<file path="src/design/bgcr_pkg.sv">
`default_nettype none

package bgcr_pkg;

    // field widths
    localparam int COL_W    = 7;
    localparam int ROW_W    = 6;
    localparam int SAMPLE_W = 16;
    localparam int OP_W     = 2;
    localparam int CFG_IDX_W  = 3;
    localparam int CFG_DATA_W = 16;
    // sample * height and the running multiple of max_value fit in this width
    localparam int PROD_W   = 22;
    localparam int HEIGHT_W = ROW_W + 1;

    typedef enum logic [OP_W-1:0] {
        OP_DRAW     = 2'd0,
        OP_INV_COL  = 2'd1,
        OP_CURSOR   = 2'd2,
        OP_INV_ALL  = 2'd3
    } op_t;

    typedef enum logic [CFG_IDX_W-1:0] {
        REG_GRAPH_LEFT   = 3'd0,
        REG_GRAPH_TOP    = 3'd1,
        REG_GRAPH_BOTTOM = 3'd2,
        REG_MAX_VALUE    = 3'd3,
        REG_MASK_LEFT    = 3'd4,
        REG_MASK_RIGHT   = 3'd5,
        REG_MASK_TOP     = 3'd6,
        REG_MASK_BOTTOM  = 3'd7
    } reg_idx_t;

    typedef enum logic [1:0] {
        ST_IDLE  = 2'd0,
        ST_SETUP = 2'd1,
        ST_RUN   = 2'd2
    } state_t;

    // controller to datapath
    typedef struct packed {
        logic load;
        logic setup;
        logic step;
    } cmd_t;

    // datapath to controller
    typedef struct packed {
        logic in_is_draw;
        logic go;
        logic row_emit;
        logic out_free;
        logic final_row;
    } status_t;

endpackage

`default_nettype wire

</file>
<file path="src/design/bgcr_in_if.sv">
`default_nettype none

interface bgcr_in_if;
    import bgcr_pkg::*;

    logic                valid;
    logic                ready;
    logic [OP_W-1:0]     opcode;
    logic [COL_W-1:0]    column_index;
    logic [SAMPLE_W-1:0] sample_value;

    modport source (output valid, output opcode, output column_index,
                    output sample_value, input ready);
    modport sink   (input valid, input opcode, input column_index,
                    input sample_value, output ready);
endinterface

`default_nettype wire

</file>
<file path="src/design/bgcr_out_if.sv">
`default_nettype none

interface bgcr_out_if;
    import bgcr_pkg::*;

    logic             valid;
    logic             ready;
    logic [COL_W-1:0] pixel_x;
    logic [ROW_W-1:0] pixel_y;
    logic             pixel_color;
    logic             last_pixel;

    modport source (output valid, output pixel_x, output pixel_y,
                    output pixel_color, output last_pixel, input ready);
    modport sink   (input valid, input pixel_x, input pixel_y,
                    input pixel_color, input last_pixel, output ready);
endinterface

`default_nettype wire

</file>
<file path="src/design/bgcr_ctrl.sv">
`default_nettype none

module bgcr_ctrl (
    input  wire logic              clk,
    input  wire logic              rst_n,
    input  wire logic              in_valid,
    output logic                   in_ready,
    input  wire bgcr_pkg::status_t status,
    output bgcr_pkg::cmd_t         cmd
);
    import bgcr_pkg::*;

    state_t state_reg;
    state_t state_next;

    // state register
    always_ff @(posedge clk or negedge rst_n)
    begin
        if (!rst_n)
        begin
            state_reg <= ST_IDLE;
        end
        else
        begin
            state_reg <= state_next;
        end
    end

    // next state
    always_comb
    begin
        state_next = state_reg;
        case (state_reg)
            ST_IDLE:
            begin
                if (in_valid && status.in_is_draw)
                begin
                    state_next = ST_SETUP;
                end
            end
            ST_SETUP:
            begin
                state_next = status.go ? ST_RUN : ST_IDLE;
            end
            ST_RUN:
            begin
                if ((!status.row_emit || status.out_free) && status.final_row)
                begin
                    state_next = ST_IDLE;
                end
            end
            default:
            begin
                state_next = ST_IDLE;
            end
        endcase
    end

    // outputs
    always_comb
    begin
        in_ready  = 1'b0;
        cmd.load  = 1'b0;
        cmd.setup = 1'b0;
        cmd.step  = 1'b0;
        case (state_reg)
            ST_IDLE:
            begin
                in_ready = 1'b1;
                cmd.load = in_valid;
            end
            ST_SETUP:
            begin
                cmd.setup = 1'b1;
            end
            ST_RUN:
            begin
                // skipped rows advance freely, emitted rows wait for a free output slot
                cmd.step = !status.row_emit || status.out_free;
            end
            default:
            begin
                in_ready = 1'b0;
            end
        endcase
    end

endmodule

`default_nettype wire

</file>
<file path="src/design/bgcr_dp.sv">
`default_nettype none

module bgcr_dp #(
    parameter int NUM_COLUMNS  = 128,
    parameter int DISPLAY_ROWS = 64
) (
    input  wire logic                           clk,
    input  wire logic                           rst_n,
    input  wire logic                           cfg_write,
    input  wire logic [bgcr_pkg::CFG_IDX_W-1:0] cfg_index,
    input  wire logic [bgcr_pkg::CFG_DATA_W-1:0] cfg_data,
    input  wire logic [bgcr_pkg::OP_W-1:0]      in_opcode,
    input  wire logic [bgcr_pkg::COL_W-1:0]     in_column,
    input  wire logic [bgcr_pkg::SAMPLE_W-1:0]  in_sample,
    input  wire bgcr_pkg::cmd_t                 cmd,
    output bgcr_pkg::status_t                   status,
    input  wire logic                           out_ready,
    output logic                                out_valid,
    output logic [bgcr_pkg::COL_W-1:0]          out_x,
    output logic [bgcr_pkg::ROW_W-1:0]          out_y,
    output logic                                out_color,
    output logic                                out_last
);
    import bgcr_pkg::*;

    localparam int IDX_W = (NUM_COLUMNS > 1) ? $clog2(NUM_COLUMNS) : 1;
    localparam logic [COL_W:0]   NCOL    = (COL_W + 1)'(NUM_COLUMNS);
    localparam logic [ROW_W-1:0] ROW_MAX = ROW_W'(DISPLAY_ROWS - 1);

    // configuration registers
    logic [COL_W-1:0]    graph_left_reg;
    logic [ROW_W-1:0]    graph_top_reg;
    logic [ROW_W-1:0]    graph_bottom_reg;
    logic [SAMPLE_W-1:0] max_value_reg;
    logic [COL_W-1:0]    mask_left_reg;
    logic [COL_W-1:0]    mask_right_reg;
    logic [ROW_W-1:0]    mask_top_reg;
    logic [ROW_W-1:0]    mask_bottom_reg;

    // per-column clean flags: reset clears them, so every column starts dirty
    logic [NUM_COLUMNS-1:0] clean_reg;
    logic [NUM_COLUMNS-1:0] clean_next;
    logic [COL_W-1:0]       cursor_reg;

    // latched draw item
    logic [COL_W-1:0]    col_reg;
    logic [SAMPLE_W-1:0] sample_reg;

    // column walk state
    logic [PROD_W-1:0]   prod_reg;
    logic [PROD_W-1:0]   acc_reg;
    logic                mode_pass_reg;
    logic                mode_full_reg;
    logic                fg_reg;
    logic [COL_W-1:0]    x_reg;
    logic                xin_reg;
    logic [ROW_W-1:0]    y_reg;
    logic [ROW_W-1:0]    r_reg;
    logic [ROW_W-1:0]    last_y_reg;

    // output register
    logic                out_valid_reg;
    logic [COL_W-1:0]    out_x_reg;
    logic [ROW_W-1:0]    out_y_reg;
    logic                out_color_reg;
    logic                out_last_reg;

    // setup terms
    logic                in_col_ok;
    logic                cur_ok;
    logic                col_ok;
    logic [HEIGHT_W-1:0] height;
    logic [COL_W-1:0]    x_calc;
    logic                xin_calc;
    logic [ROW_W-1:0]    y_lim;
    logic [ROW_W:0]      cand;
    logic                last_ok;

    // row terms
    logic                row_emit;
    logic                row_bar;
    logic                row_last;
    logic                out_free;

    // configuration writes
    always_ff @(posedge clk or negedge rst_n)
    begin
        if (!rst_n)
        begin
            graph_left_reg   <= '0;
            graph_top_reg    <= '0;
            graph_bottom_reg <= ROW_W'(63);
            max_value_reg    <= SAMPLE_W'(64);
            mask_left_reg    <= COL_W'(127);
            mask_right_reg   <= '0;
            mask_top_reg     <= ROW_W'(63);
            mask_bottom_reg  <= '0;
        end
        else if (cfg_write)
        begin
            case (reg_idx_t'(cfg_index))
                REG_GRAPH_LEFT:   graph_left_reg   <= cfg_data[COL_W-1:0];
                REG_GRAPH_TOP:    graph_top_reg    <= cfg_data[ROW_W-1:0];
                REG_GRAPH_BOTTOM: graph_bottom_reg <= cfg_data[ROW_W-1:0];
                REG_MAX_VALUE:    max_value_reg    <= cfg_data[SAMPLE_W-1:0];
                REG_MASK_LEFT:    mask_left_reg    <= cfg_data[COL_W-1:0];
                REG_MASK_RIGHT:   mask_right_reg   <= cfg_data[COL_W-1:0];
                REG_MASK_TOP:     mask_top_reg     <= cfg_data[ROW_W-1:0];
                REG_MASK_BOTTOM:  mask_bottom_reg  <= cfg_data[ROW_W-1:0];
                default:          graph_left_reg   <= graph_left_reg;
            endcase
        end
    end

    // column range checks
    assign in_col_ok = {1'b0, in_column} < NCOL;
    assign cur_ok    = {1'b0, cursor_reg} < NCOL;
    assign col_ok    = {1'b0, col_reg} < NCOL;

    // clean flag updates
    always_comb
    begin
        clean_next = clean_reg;
        if (cmd.load)
        begin
            case (op_t'(in_opcode))
                OP_INV_COL:
                begin
                    if (in_col_ok)
                    begin
                        clean_next[in_column[IDX_W-1:0]] = 1'b0;
                    end
                end
                OP_CURSOR:
                begin
                    if (cur_ok)
                    begin
                        clean_next[cursor_reg[IDX_W-1:0]] = 1'b0;
                    end
                    if (in_col_ok)
                    begin
                        clean_next[in_column[IDX_W-1:0]] = 1'b0;
                    end
                end
                OP_INV_ALL:
                begin
                    clean_next = '0;
                end
                default:
                begin
                    clean_next = clean_reg;
                end
            endcase
        end
        if (cmd.setup && col_ok)
        begin
            clean_next[col_reg[IDX_W-1:0]] = 1'b1;
        end
    end

    always_ff @(posedge clk or negedge rst_n)
    begin
        if (!rst_n)
        begin
            clean_reg  <= '0;
            cursor_reg <= '0;
        end
        else
        begin
            clean_reg <= clean_next;
            if (cmd.load && op_t'(in_opcode) == OP_CURSOR)
            begin
                cursor_reg <= in_column;
            end
        end
    end

    // latch the item on transfer
    always_ff @(posedge clk)
    begin
        if (cmd.load)
        begin
            col_reg    <= in_column;
            sample_reg <= in_sample;
        end
    end

    // column setup: height, pixel x, and the last row that will be emitted
    assign height   = HEIGHT_W'(graph_bottom_reg) - HEIGHT_W'(graph_top_reg) + HEIGHT_W'(1);
    assign x_calc   = graph_left_reg + col_reg;
    assign xin_calc = (x_calc >= mask_left_reg) && (x_calc <= mask_right_reg);
    assign y_lim    = (graph_bottom_reg < ROW_MAX) ? graph_bottom_reg : ROW_MAX;

    always_comb
    begin
        if (xin_calc && graph_top_reg >= mask_top_reg && graph_top_reg <= mask_bottom_reg)
        begin
            cand = {1'b0, mask_bottom_reg} + (ROW_W + 1)'(1);
        end
        else
        begin
            cand = {1'b0, graph_top_reg};
        end
    end

    assign last_ok = cand <= {1'b0, y_lim};

    assign status.in_is_draw = op_t'(in_opcode) == OP_DRAW;
    assign status.go = col_ok && !clean_reg[col_reg[IDX_W-1:0]]
                       && (graph_top_reg <= graph_bottom_reg) && last_ok;

    // walk registers
    always_ff @(posedge clk)
    begin
        if (cmd.setup)
        begin
            prod_reg      <= PROD_W'(23'(sample_reg) * 23'(height));
            acc_reg       <= PROD_W'(max_value_reg);
            mode_pass_reg <= max_value_reg == SAMPLE_W'(height);
            mode_full_reg <= max_value_reg == '0;
            fg_reg        <= col_reg != cursor_reg;
            x_reg         <= x_calc;
            xin_reg       <= xin_calc;
            y_reg         <= graph_bottom_reg;
            r_reg         <= '0;
            last_y_reg    <= cand[ROW_W-1:0];
        end
        else if (cmd.step)
        begin
            acc_reg <= acc_reg + PROD_W'(max_value_reg);
            y_reg   <= y_reg - ROW_W'(1);
            r_reg   <= r_reg + ROW_W'(1);
        end
    end

    // current row: visibility and color
    assign row_emit = (y_reg <= ROW_MAX)
                      && !(xin_reg && y_reg >= mask_top_reg && y_reg <= mask_bottom_reg);
    // row r is in the bar when (r + 1) * max_value <= sample * height
    assign row_bar  = mode_pass_reg ? (SAMPLE_W'(r_reg) < sample_reg)
                    : mode_full_reg ? 1'b1
                    : (acc_reg <= prod_reg);
    assign row_last = y_reg == last_y_reg;
    assign out_free = !out_valid_reg || out_ready;

    assign status.row_emit  = row_emit;
    assign status.out_free  = out_free;
    assign status.final_row = y_reg == graph_top_reg;

    // output register
    always_ff @(posedge clk or negedge rst_n)
    begin
        if (!rst_n)
        begin
            out_valid_reg <= 1'b0;
        end
        else if (cmd.step && row_emit)
        begin
            out_valid_reg <= 1'b1;
        end
        else if (out_ready)
        begin
            out_valid_reg <= 1'b0;
        end
    end

    always_ff @(posedge clk)
    begin
        if (cmd.step && row_emit)
        begin
            out_x_reg     <= x_reg;
            out_y_reg     <= y_reg;
            out_color_reg <= row_bar ? fg_reg : !fg_reg;
            out_last_reg  <= row_last;
        end
    end

    assign out_valid = out_valid_reg;
    assign out_x     = out_x_reg;
    assign out_y     = out_y_reg;
    assign out_color = out_color_reg;
    assign out_last  = out_last_reg;

    // an emitted row never overwrites a pixel that is still waiting
    a_no_overwrite: assert property (@(posedge clk) disable iff (!rst_n)
        cmd.step && row_emit |-> out_free)
        else $error("pixel overwritten in output register");

    // invalidate all leaves every column dirty
    a_inv_all: assert property (@(posedge clk) disable iff (!rst_n)
        cmd.load && op_t'(in_opcode) == OP_INV_ALL |=> clean_reg == '0)
        else $error("invalidate all left a clean column");

    // a visible top row is always the final pixel of the column
    a_last_on_top: assert property (@(posedge clk) disable iff (!rst_n)
        cmd.step && status.final_row && row_emit |-> row_last)
        else $error("final emitted row not flagged last");

endmodule

`default_nettype wire

</file>
<file path="src/design/bar_graph_column_renderer.sv">
// draw on a dirty column: the item is latched, a setup state prepares the walk,
//   then rows go bottom up, one per cycle unless an emitted row waits for output
// a draw holds the input while it walks its H rows (H = graph height, at most 64),
//   output stalls included; other opcodes and clean-column draws walk no rows
// reset: every column dirty, cursor at column zero, registers at their defaults
`default_nettype none

module bar_graph_column_renderer #(
    parameter int NUM_COLUMNS  = 128,
    parameter int DISPLAY_ROWS = 64
) (
    input  wire logic                            clk,
    input  wire logic                            rst_n,
    input  wire logic                            cfg_write,
    input  wire logic [bgcr_pkg::CFG_IDX_W-1:0]  cfg_index,
    input  wire logic [bgcr_pkg::CFG_DATA_W-1:0] cfg_data,
    bgcr_in_if.sink                              in_ch,
    bgcr_out_if.source                           out_ch
);
    import bgcr_pkg::*;

    cmd_t    cmd;
    status_t status;
    logic    in_ready;

    // sequencer
    bgcr_ctrl u_ctrl (
        .clk      (clk),
        .rst_n    (rst_n),
        .in_valid (in_ch.valid),
        .in_ready (in_ready),
        .status   (status),
        .cmd      (cmd)
    );

    assign in_ch.ready = in_ready;

    // column state, scaling and pixel generation
    bgcr_dp #(
        .NUM_COLUMNS  (NUM_COLUMNS),
        .DISPLAY_ROWS (DISPLAY_ROWS)
    ) u_dp (
        .clk       (clk),
        .rst_n     (rst_n),
        .cfg_write (cfg_write),
        .cfg_index (cfg_index),
        .cfg_data  (cfg_data),
        .in_opcode (in_ch.opcode),
        .in_column (in_ch.column_index),
        .in_sample (in_ch.sample_value),
        .cmd       (cmd),
        .status    (status),
        .out_ready (out_ch.ready),
        .out_valid (out_ch.valid),
        .out_x     (out_ch.pixel_x),
        .out_y     (out_ch.pixel_y),
        .out_color (out_ch.pixel_color),
        .out_last  (out_ch.last_pixel)
    );

endmodule

`default_nettype wire

</file>
<file path="src/flat_wrapper.sv">
// flat-port wrapper written by rule: the top's interface ports become plain ports
module bar_graph_column_renderer_flat import bgcr_pkg::*;
#(
    parameter int NUM_COLUMNS  = 128,
    parameter int DISPLAY_ROWS = 64
)
  (clk, rst_n, cfg_write, cfg_index, cfg_data, in_ch_valid, in_ch_opcode, in_ch_column_index, in_ch_sample_value, in_ch_ready, out_ch_valid, out_ch_pixel_x, out_ch_pixel_y, out_ch_pixel_color, out_ch_last_pixel, out_ch_ready);
  bgcr_in_if in_ch_i ();
  bgcr_out_if out_ch_i ();
  input  wire logic clk;
  input  wire logic rst_n;
  input  wire logic cfg_write;
  input  wire logic [bgcr_pkg::CFG_IDX_W-1:0] cfg_index;
  input  wire logic [bgcr_pkg::CFG_DATA_W-1:0] cfg_data;
  input wire logic [$bits(in_ch_i.valid)-1:0] in_ch_valid;
  input wire logic [$bits(in_ch_i.opcode)-1:0] in_ch_opcode;
  input wire logic [$bits(in_ch_i.column_index)-1:0] in_ch_column_index;
  input wire logic [$bits(in_ch_i.sample_value)-1:0] in_ch_sample_value;
  output wire logic [$bits(in_ch_i.ready)-1:0] in_ch_ready;
  output wire logic [$bits(out_ch_i.valid)-1:0] out_ch_valid;
  output wire logic [$bits(out_ch_i.pixel_x)-1:0] out_ch_pixel_x;
  output wire logic [$bits(out_ch_i.pixel_y)-1:0] out_ch_pixel_y;
  output wire logic [$bits(out_ch_i.pixel_color)-1:0] out_ch_pixel_color;
  output wire logic [$bits(out_ch_i.last_pixel)-1:0] out_ch_last_pixel;
  input wire logic [$bits(out_ch_i.ready)-1:0] out_ch_ready;
  assign in_ch_i.valid = in_ch_valid;
  assign in_ch_i.opcode = in_ch_opcode;
  assign in_ch_i.column_index = in_ch_column_index;
  assign in_ch_i.sample_value = in_ch_sample_value;
  assign in_ch_ready = in_ch_i.ready;
  assign out_ch_valid = out_ch_i.valid;
  assign out_ch_pixel_x = out_ch_i.pixel_x;
  assign out_ch_pixel_y = out_ch_i.pixel_y;
  assign out_ch_pixel_color = out_ch_i.pixel_color;
  assign out_ch_last_pixel = out_ch_i.last_pixel;
  assign out_ch_i.ready = out_ch_ready;
  bar_graph_column_renderer #(.NUM_COLUMNS(NUM_COLUMNS), .DISPLAY_ROWS(DISPLAY_ROWS)) u_core (.clk(clk), .rst_n(rst_n), .cfg_write(cfg_write), .cfg_index(cfg_index), .cfg_data(cfg_data), .in_ch(in_ch_i), .out_ch(out_ch_i));
endmodule
</file>
<file path="config.mk">
export PLATFORM = sky130hd
export DESIGN_NAME = bar_graph_column_renderer_flat
export DESIGN_NICKNAME = d
export VERILOG_FILES = /design/src/design/bgcr_pkg.sv /design/src/design/bgcr_in_if.sv /design/src/design/bgcr_out_if.sv /design/src/design/bgcr_ctrl.sv /design/src/design/bgcr_dp.sv /design/src/design/bar_graph_column_renderer.sv /design/src/flat_wrapper.sv
export SDC_FILE = /design/constraint.sdc
export NUM_CORES = 1
export LEC_CHECK = 0
export ABC_AREA = 1
export BUFFER_PORTS_ARGS = -buffer_cell sky130_fd_sc_hd__buf_2
export CAP_MARGIN = 20
export CORE_ASPECT_RATIO = 1.2
export CORE_MARGIN = 2
export CORE_UTILIZATION = 45
export CTS_BUF_LIST = sky130_fd_sc_hd__clkbuf_16
export DETAILED_ROUTE_END_ITERATION = 16
export SYNTH_ARGS = -nofsm -noshare
export SYNTH_HDL_FRONTEND = slang
export SYNTH_HIERARCHICAL = 1
export SYNTH_SLANG_ARGS = --single-unit
export TNS_END_PERCENT = 100
</file>
<file path="constraint.sdc">
create_clock -name clk -period 8.33 [get_ports clk]
set_input_delay 1.666 -clock clk [delete_from_list [all_inputs] [get_ports clk]]
set_output_delay 1.666 -clock clk [all_outputs]
set_load 0.005 [all_outputs]
</file>
### Word-level counts from Yosys, hierarchy flattened

Index checks and enable logic that the tools add are counted.

* add/subtract/negate cells: 7
* multiply operators: 1
* magnitude comparators: 18
* equality and inequality tests: 18
* multiplexer cells: 32
* bitwise logic cells: 6
* reductions and logical operators: 37

Operator list (count)
* two-way mux 128 bit: 4
* AND 128 bit: 3
* one-hot mux 128 bit (3 select lines): 1
* NOT 128 bit: 2
* bitwise OR 128 bit: 1
* two-way mux 16 bit: 2
* less-than comparator 7 x 8 -> 1 bit (second input constant): 3
* adder 22 x 16 -> 22 bit: 1
* less-or-equal comparator 22 bit: 1
* multiplier 16 x 7 -> 22 bit: 1
* demux 1 bit (select 7 bit): 3
* greater-or-equal comparator 7 x 1 -> 1 bit (second input constant): 3
* less-or-equal comparator 6 bit: 3
* two-way mux 6 bit: 3
* AND reduction 2 bit: 9
* equality test 16 x 7 -> 1 bit: 1
* logical NOT 16 bit: 1
* less-than comparator 6 x 16 -> 1 bit: 1
* logical AND 1 bit: 15
* two-way mux 1 bit: 13
* equality test 3 bit (second input constant): 4
* equality test 6 bit: 2
* greater-or-equal comparator 6 bit: 2
* adder 6 x 1 -> 7 bit (second input constant): 1
* other kinds (25): 39

* bits in registers: 310
* input bits: 49
* output and inout port bits: 17
* word-level logic and storage cells: 148

### Logic depth before layout (Yosys ltp)

Gate-level depths: netlist (run 1).

* depth in word-level cells: 13
* mapped depth: 33
* gate-level depth less buffers: 32

### Modules after synthesis

The synthesis (run 1) kept the hierarchy.

By module, submodules not included
* bgcr_dp: instances 1, cells an instance 2840, area each 22018.6 um2, seq. area each 8167.8 um2
* bgcr_ctrl: instances 1, cells an instance 19, area each 118.9 um2, seq. area each 50.0 um2

### Least setup slack after synthesis (run 1)

No wires, ideal clock.

* kind: flip-flop to flip-flop
* start: register u_core.u_dp.graph_bottom_reg[1]
* end: register u_core.u_dp.prod_reg[18], data pin
* setup time: 0.260 ns
* data arrival time: 5.857 ns
* setup slack: 2.214 ns
* cell stages (with the launch flop): 30
* buffers on the path: 1
* path through: dfstp_2 > inv_1 > ha_1 > inv_1 > ha_1 > inv_1 > fa_1 > or2_2 > nand2_1 > nand2_1 > nand2_1 > nand2_1 > nand2_1 > buf_2 > nor2_1 > fa_1 > inv_1 > fa_1 > inv_1 > fa_1 > inv_1 > fa_1 > inv_1 > ha_1 > a21oi_1 > a21boi_0 > o21ai_0 > nand3_1 > nand2_1 > xor2_1

* cells in the longest elaborated chain, start to end: 3

Ends and longest elaborated chain
* start, declared: RTL line bgcr_dp.sv:33 `logic [ROW_W-1:0] graph_bottom_reg;`
* start signal, assigned: RTL line bgcr_dp.sv:104 `REG_GRAPH_BOTTOM: graph_bottom_reg <= cfg_data[ROW_W-1:0];`
* subtractor 6 x 6 -> 7 bit: RTL line bgcr_dp.sv:189 `assign height = HEIGHT_W'(graph_bottom_reg) - HEIGHT_W'(graph_top_reg) + HEIGHT_W'(1);`
* adder 7 x 1 -> 7 bit: RTL line bgcr_dp.sv:189
* multiplier 16 x 7 -> 22 bit: RTL line bgcr_dp.sv:217 `prod_reg <= PROD_W'(23'(sample_reg) * 23'(height));`
* end signal, assigned: RTL line bgcr_dp.sv:217
* end, declared: RTL line bgcr_dp.sv:50 `logic [PROD_W-1:0] prod_reg;`

Every way passes these cells.
A chain may end at the register's enable or synchronous reset.

### Worst setup path in the final report (run 1)

Same ends and word-level chain as after synthesis.

==> impl_metrics.ini, run 1 <==
[status]
status = finished clean

[critical_path]
critPathMaxStageDelay_ns = 0.58
crit_type = flip-flop to flip-flop
reg2reg_from = u_core/u_dp/graph_bottom_reg[1]
crit_required_ns = 8.64
critical-path-top-delay-family = adder cells
critPathMostFrequentCell = inv_1
slowest_stage = dfstp_2
crit_path_max_fanout = 15
startpoint = u_core/u_dp/graph_bottom_reg[1]
crit_arrival_ns = 7.12
cp-start-kind = flip-flop
critPathBufInv = 7
endpoint_kind = flip-flop

[synth]
ys_ff_latch = 310
syn-cell-area_um2 = 22100
synth_top_area_share = 0.202
yosys.cell_count.top_type = nand2_1
ys_warn_count = 6
synth_top_cell_by_area = dfrtp_1
yosysUniqueCellTypes = 44
synthArstFlopShare = 0.642
syn-num-nets = 3133
synthTopCellsByArea = dfrtp_1 (20%), nand2_1 (16%), edfxtp_1 (13%)
synth.cells.most_frequent = nand2_1 (942), inv_1 (344), o21ai_0 (245), nor2_1 (180), dfrtp_1 (179)
yosysSeqAreaShare = 0.371
synth_flop_cell = dfrtp_1
postSynthCellCount = 2859
syn_area_per_cell_um2 = 7.74
synth_edf_count = 99

[grt]
first_global_vias = 19900
overflow = 0
track_usage = 0.281
grtUsageMet1 = 0.335
busiest_layer = met2
grt_pass1_wl_mm = 111
antenna_found_initial = 3
grt_use_met2 = 0.488
grt_start_max_net_pins = 129
grt_use_met3 = 0.0394

[place]
dp_slack_ns = 1.55
place_congestion = 0.927
io_buffer_count = 65
post-dp-hpwl_mm = 48.9

[clock_tree]
cts_tree = done
cts.sinks = 310
path_clk_slew_ns = 0.06
h-tree-depth = 2
clkLatencyLatePin_ns = 0.57
ctsResizeCount = 0
cts_hold_repair.buffers = 0
clk_path_buf_depth = 3
cts_setup_buffers = 0
cts_root_buf = clkbuf_16
cts_made_buffers = 38

[timing]
period_needed_ns = 6.80
fin_ws_ns = 1.53
skew_ns = 0.0221
slew-limit-headroom = 0.218
worst_pin_slew_ns = 1.17
final_hold_viol_count = 0
drv_slew = 0
setup_tns_ns = 0
setup_viol = 0
max_freq_mhz = 147
finalCritPeriodShare = 0.817
rsz0062_at_grt = no

[floorplanning]
placementRows = 89
dieWidth_um = 206
die_area_um2 = 51000
core_area_um2 = 48900
io_pins = 66
die_h_um = 247
start_util = 0.453

[drt]
wl_per_cell_um = 19.9
routed_wl_mm = 70.7
vias = 20100
drc = 0
drtIter0Drc = 1580
ant_nets = 0
first_pass_iters = 7
viasPerCell = 5.66

[hold_path]
min-delay-start = u_core/u_dp/x_reg[2]
hold_path_class = flip-flop to flip-flop

[flow_run]
drv_cap = 0

[final_layout]
largest_register_ffs = 128
area.growth.synth_to_final_pct = 9.31
nets = 3150
drive_above_1_share = 0.0650
[cells in the final DEF (no fill, tap or decap), drive strengths merged, types with 6 or more instances in the layout]
cell type / n
nor2: 181
o211ai: 6
clkbuf: 42
nor4: 7
dfxtp: 12
edfxtp: 99
nand4: 28
buf: 91
xnor2: 15
inv: 357
nor3: 21
nand3: 77
o21ai: 275
xor2: 32
clkinv: 18
o221ai: 120
mux2: 6
nand2: 942
fa: 72
or2: 10
ha: 153
o21bai: 7
a21oi: 98
dfstp: 20
dfrtp: 179
[path summary, 6_finish.rpt]
path                                         endpoint  slack, ns  depth (start not counted)
hold reg to reg                  u_core/u_dp/out_x[2]       0.42                          0
max in group asynchronous  u_core/u_dp/clean_reg[101]       5.79                          2
setup / recovery             u_core/u_dp/prod_reg[18]       1.53                         28
setup reg to reg             u_core/u_dp/prod_reg[18]       1.53                         28
hold / removal                   u_core/u_dp/out_x[2]       0.42                          0
min in group asynchronous   u_core/u_dp/clean_reg[22]       1.11                          1
[area by class of cell]
class,instances,area (um^2)
Clock buffer,40,1000
Inverter,346,1300
Tap cell,637,797
Multi-Input combinational cell,2087,12100
Sequential cell,310,8220
Clock inverter,30,161
Timing Repair Buffer,93,577
Antenna cell,3,7.51
Fill cell,4805,24700
[per-stage QoR]
step	cells	hold slack (ns)	cell area [um^2]	util
2_1_floorplan	2859	0.400	22100	-
3_3_place_gp	3470	0.407	23000	0.470
3_5_place_dp	3470	0.408	23000	0.470
4_1_cts	3540	0.416	24100	0.494
5_1_grt	3545	0.430	24200	0.495
6_report	3546	0.419	24200	0.495
[per-layer routing]
metal  up-vias  share of wire
met2       798           0.49
met3       251          0.061
met1      9540           0.39
li1       9476              -
met4         2          0.057
met5         -        0.00018
[kinds of logic (layout without fill, tap and decap cells)]
family,count (synthesis),after routing,share of synthesized area
compound gates,533,533,0.145
xor+xnor,47,47,0.0186
fa+ha+maj,225,225,0.152
buf+inv,462,509,0.0817
flops,310,310,0.371
mux,6,6,0.00305
other cells,0,3,0
simple gates,1276,1276,0.229
[worst register-to-register path: cells and delay by family, from the launching register on]
kind,cells,cell delay (ns)
AND/OR/NAND/NOR,9,1.35
XOR/XNOR,1,0.13
buffers and inverters,7,0.42
adder cells (fa/ha/maj),8,3.30
flip-flops,1,0.58
AO/OA/AOI/OAI,3,0.76
Power of run 1 is not shown: default switching activity piles up to over one toggle a cycle in this logic, so the estimate is an artifact.
==> inputs of run 2 (changes only) <==
==> constraint.sdc (replaced) <==
create_clock -name clk -period 6.8 [get_ports clk]
set_input_delay 1.36 -clock clk [delete_from_list [all_inputs] [get_ports clk]]
set_output_delay 1.36 -clock clk [all_outputs]
set_load 0.005 [all_outputs]
==> run 2 against run 1 <==
Compared with the run above:
- sequential cell count unchanged
- core utilization increased by 0.20 points
- highest routed layer is now met4
- die area unchanged
- sequential share of layout area decreased by 0.14 points
- cell count increased by 0.14%
- final area increased by 0.41%
- first-iteration DRC count decreased by 2.0%
- routed wire length increased by 0.81%
- clock-buffer cell count decreased by 1
==> impl_metrics.ini, run 2 (synthesis gave the netlist of run 1 again) <==
[status]
status = finished clean

[floorplanning]
die_h_um = 247
io_pins = 66
die_area_um2 = 51000
start_util = 0.453
dieWidth_um = 206
core_area_um2 = 48900
placementRows = 89

[drt]
drc = 0
routed_wl_mm = 71.3
ant_nets = 0
drtIter0Drc = 1549
viasPerCell = 5.73
vias = 20300
wl_per_cell_um = 20.1
first_pass_iters = 6

[grt]
antenna_found_initial = 1
overflow = 0
first_global_vias = 20300
track_usage = 0.285
grt_start_max_net_pins = 129
grt_pass1_wl_mm = 112

[clock_tree]
path_clk_slew_ns = 0.06
clkLatencyLatePin_ns = 0.58
cts_made_buffers = 37
cts_root_buf = clkbuf_16
cts_hold_repair.buffers = 0
cts.sinks = 310
cts_tree = done
h-tree-depth = 2
clk_path_buf_depth = 3

[hold_path]
hold_path_class = flip-flop to flip-flop
min-delay-start = u_core/u_dp/x_reg[5]
hold_depth = 0
hold_end = u_core/u_dp/out_x[5]

[critical_path]
crit_path_max_fanout = 8
critPathMostFrequentCell = inv_1
crit_arrival_ns = 6.75
critPathMaxStageDelay_ns = 0.58
timing.rr.end = u_core/u_dp/prod_reg[17]
reg2reg_from = u_core/u_dp/graph_bottom_reg[1]
slowest_stage = dfstp_2
cp-start-kind = flip-flop
crit_required_ns = 7.09
reg2reg_setup_slack_ns = 0.34
endpoint_kind = flip-flop
reg2reg_depth = 29
crit_type = flip-flop to flip-flop

[timing]
finalCritPeriodShare = 0.949
final_hold_viol_count = 0
drv_slew = 0
max_freq_mhz = 155
period_needed_ns = 6.46
setup_viol = 0
slew-limit-headroom = 0.181
skew_ns = 0.0334
worst_pin_slew_ns = 1.22

[place]
place_congestion = 0.898
post-dp-hpwl_mm = 48.6
dp_cells = 3477
io_buffer_count = 65

[final_layout]
layout_commonest_cell = nand2_1
nets = 3157
final_cells = 3551
layout_common_cells = nand2_1 (941), inv_1 (354), o21ai_0 (245), dfrtp_1 (179), nor2_1 (178)
area.growth.synth_to_final_pct = 9.77
drive_above_1_share = 0.0663
largest_register_ffs = 128

[flow_run]
drv_cap = 0
==> run 2: changes by cell type in the layout (fill, tap and decap cells not counted), moves of 2 or more <==
| cell | previous run | this run |
|---|---|---|
| clkinv_2 | 8 | 2 |
| buf_4 | 25 | 31 |
| clkinv_1 | 6 | 11 |
| inv_2 | 2 | 4 |
| clkinv_4 | 2 | 0 |
| clkinv_8 | 2 | 0 |
| bufinv_16 | 0 | 2 |
==> run 2: per-layer routing <==
layer	track usage	wire length, um	part of all wire
met1	0.342	27700	0.39
met2	0.488	34700	0.49
met3	0.0377	4610	0.065
met4	0.163	4260	0.060
met5	0	0	0
==> run 2: worst max path at each step <==
stage                                               start                       end  slack, ns  cells after the start
after floorplan           u_core/u_dp/graph_bottom_reg[1]  u_core/u_dp/prod_reg[18]       0.68                     29
after global placement    u_core/u_dp/graph_bottom_reg[1]  u_core/u_dp/prod_reg[17]       0.32                     29
after detailed placement  u_core/u_dp/graph_bottom_reg[1]  u_core/u_dp/prod_reg[17]       0.28                     29
after CTS                 u_core/u_dp/graph_bottom_reg[1]  u_core/u_dp/prod_reg[17]       0.21                     29
after global routing      u_core/u_dp/graph_bottom_reg[1]  u_core/u_dp/prod_reg[17]     -0.007                     29
final                     u_core/u_dp/graph_bottom_reg[1]  u_core/u_dp/prod_reg[17]       0.34                     29
==> run 2: through the flow <==
step | worst slack, ns | hold slack (ns) | util | cell area [um^2] | setup TNS [ns]
after floorplan | 0.684 | 0.400 | - | 22100 | 0
after global placement | 0.320 | 0.407 | 0.471 | 23000 | 0
after detailed placement | 0.280 | 0.416 | 0.471 | 23000 | 0
after CTS | 0.214 | 0.431 | 0.495 | 24200 | 0
after global routing | -0.00659 | 0.429 | 0.497 | 24300 | -0.00659
final | 0.344 | 0.425 | 0.497 | 24300 | 0
==> run 2: critical path, delay by kind of cell, from the launching register on <==
kind            cells  cell delay (ns)
compound gates      2             0.38
fa+ha+maj           8             3.26
flops               1             0.58
buf+inv             8             0.60
xor+xnor            1             0.14
simple gates       10             1.19
==> run 2: layout make-up <==
class                      instances  area (um^2)
antenna                            2         5.00
clock buffer                      39          976
clock inverter                    29          195
fill                            4772        24600
inverter                         346         1300
multi-input combinational       2087        12100
sequential                       310         8220
tap                              637          797
timing repair buffer             101          664
==> run 2: repair_timing <==
item                                    4_1_cts  5_1_grt
resized for setup                             0        2
endpoints found under the setup margin        0        9
buffers inserted                              0        1
Power of run 2 is left out for the same reason.
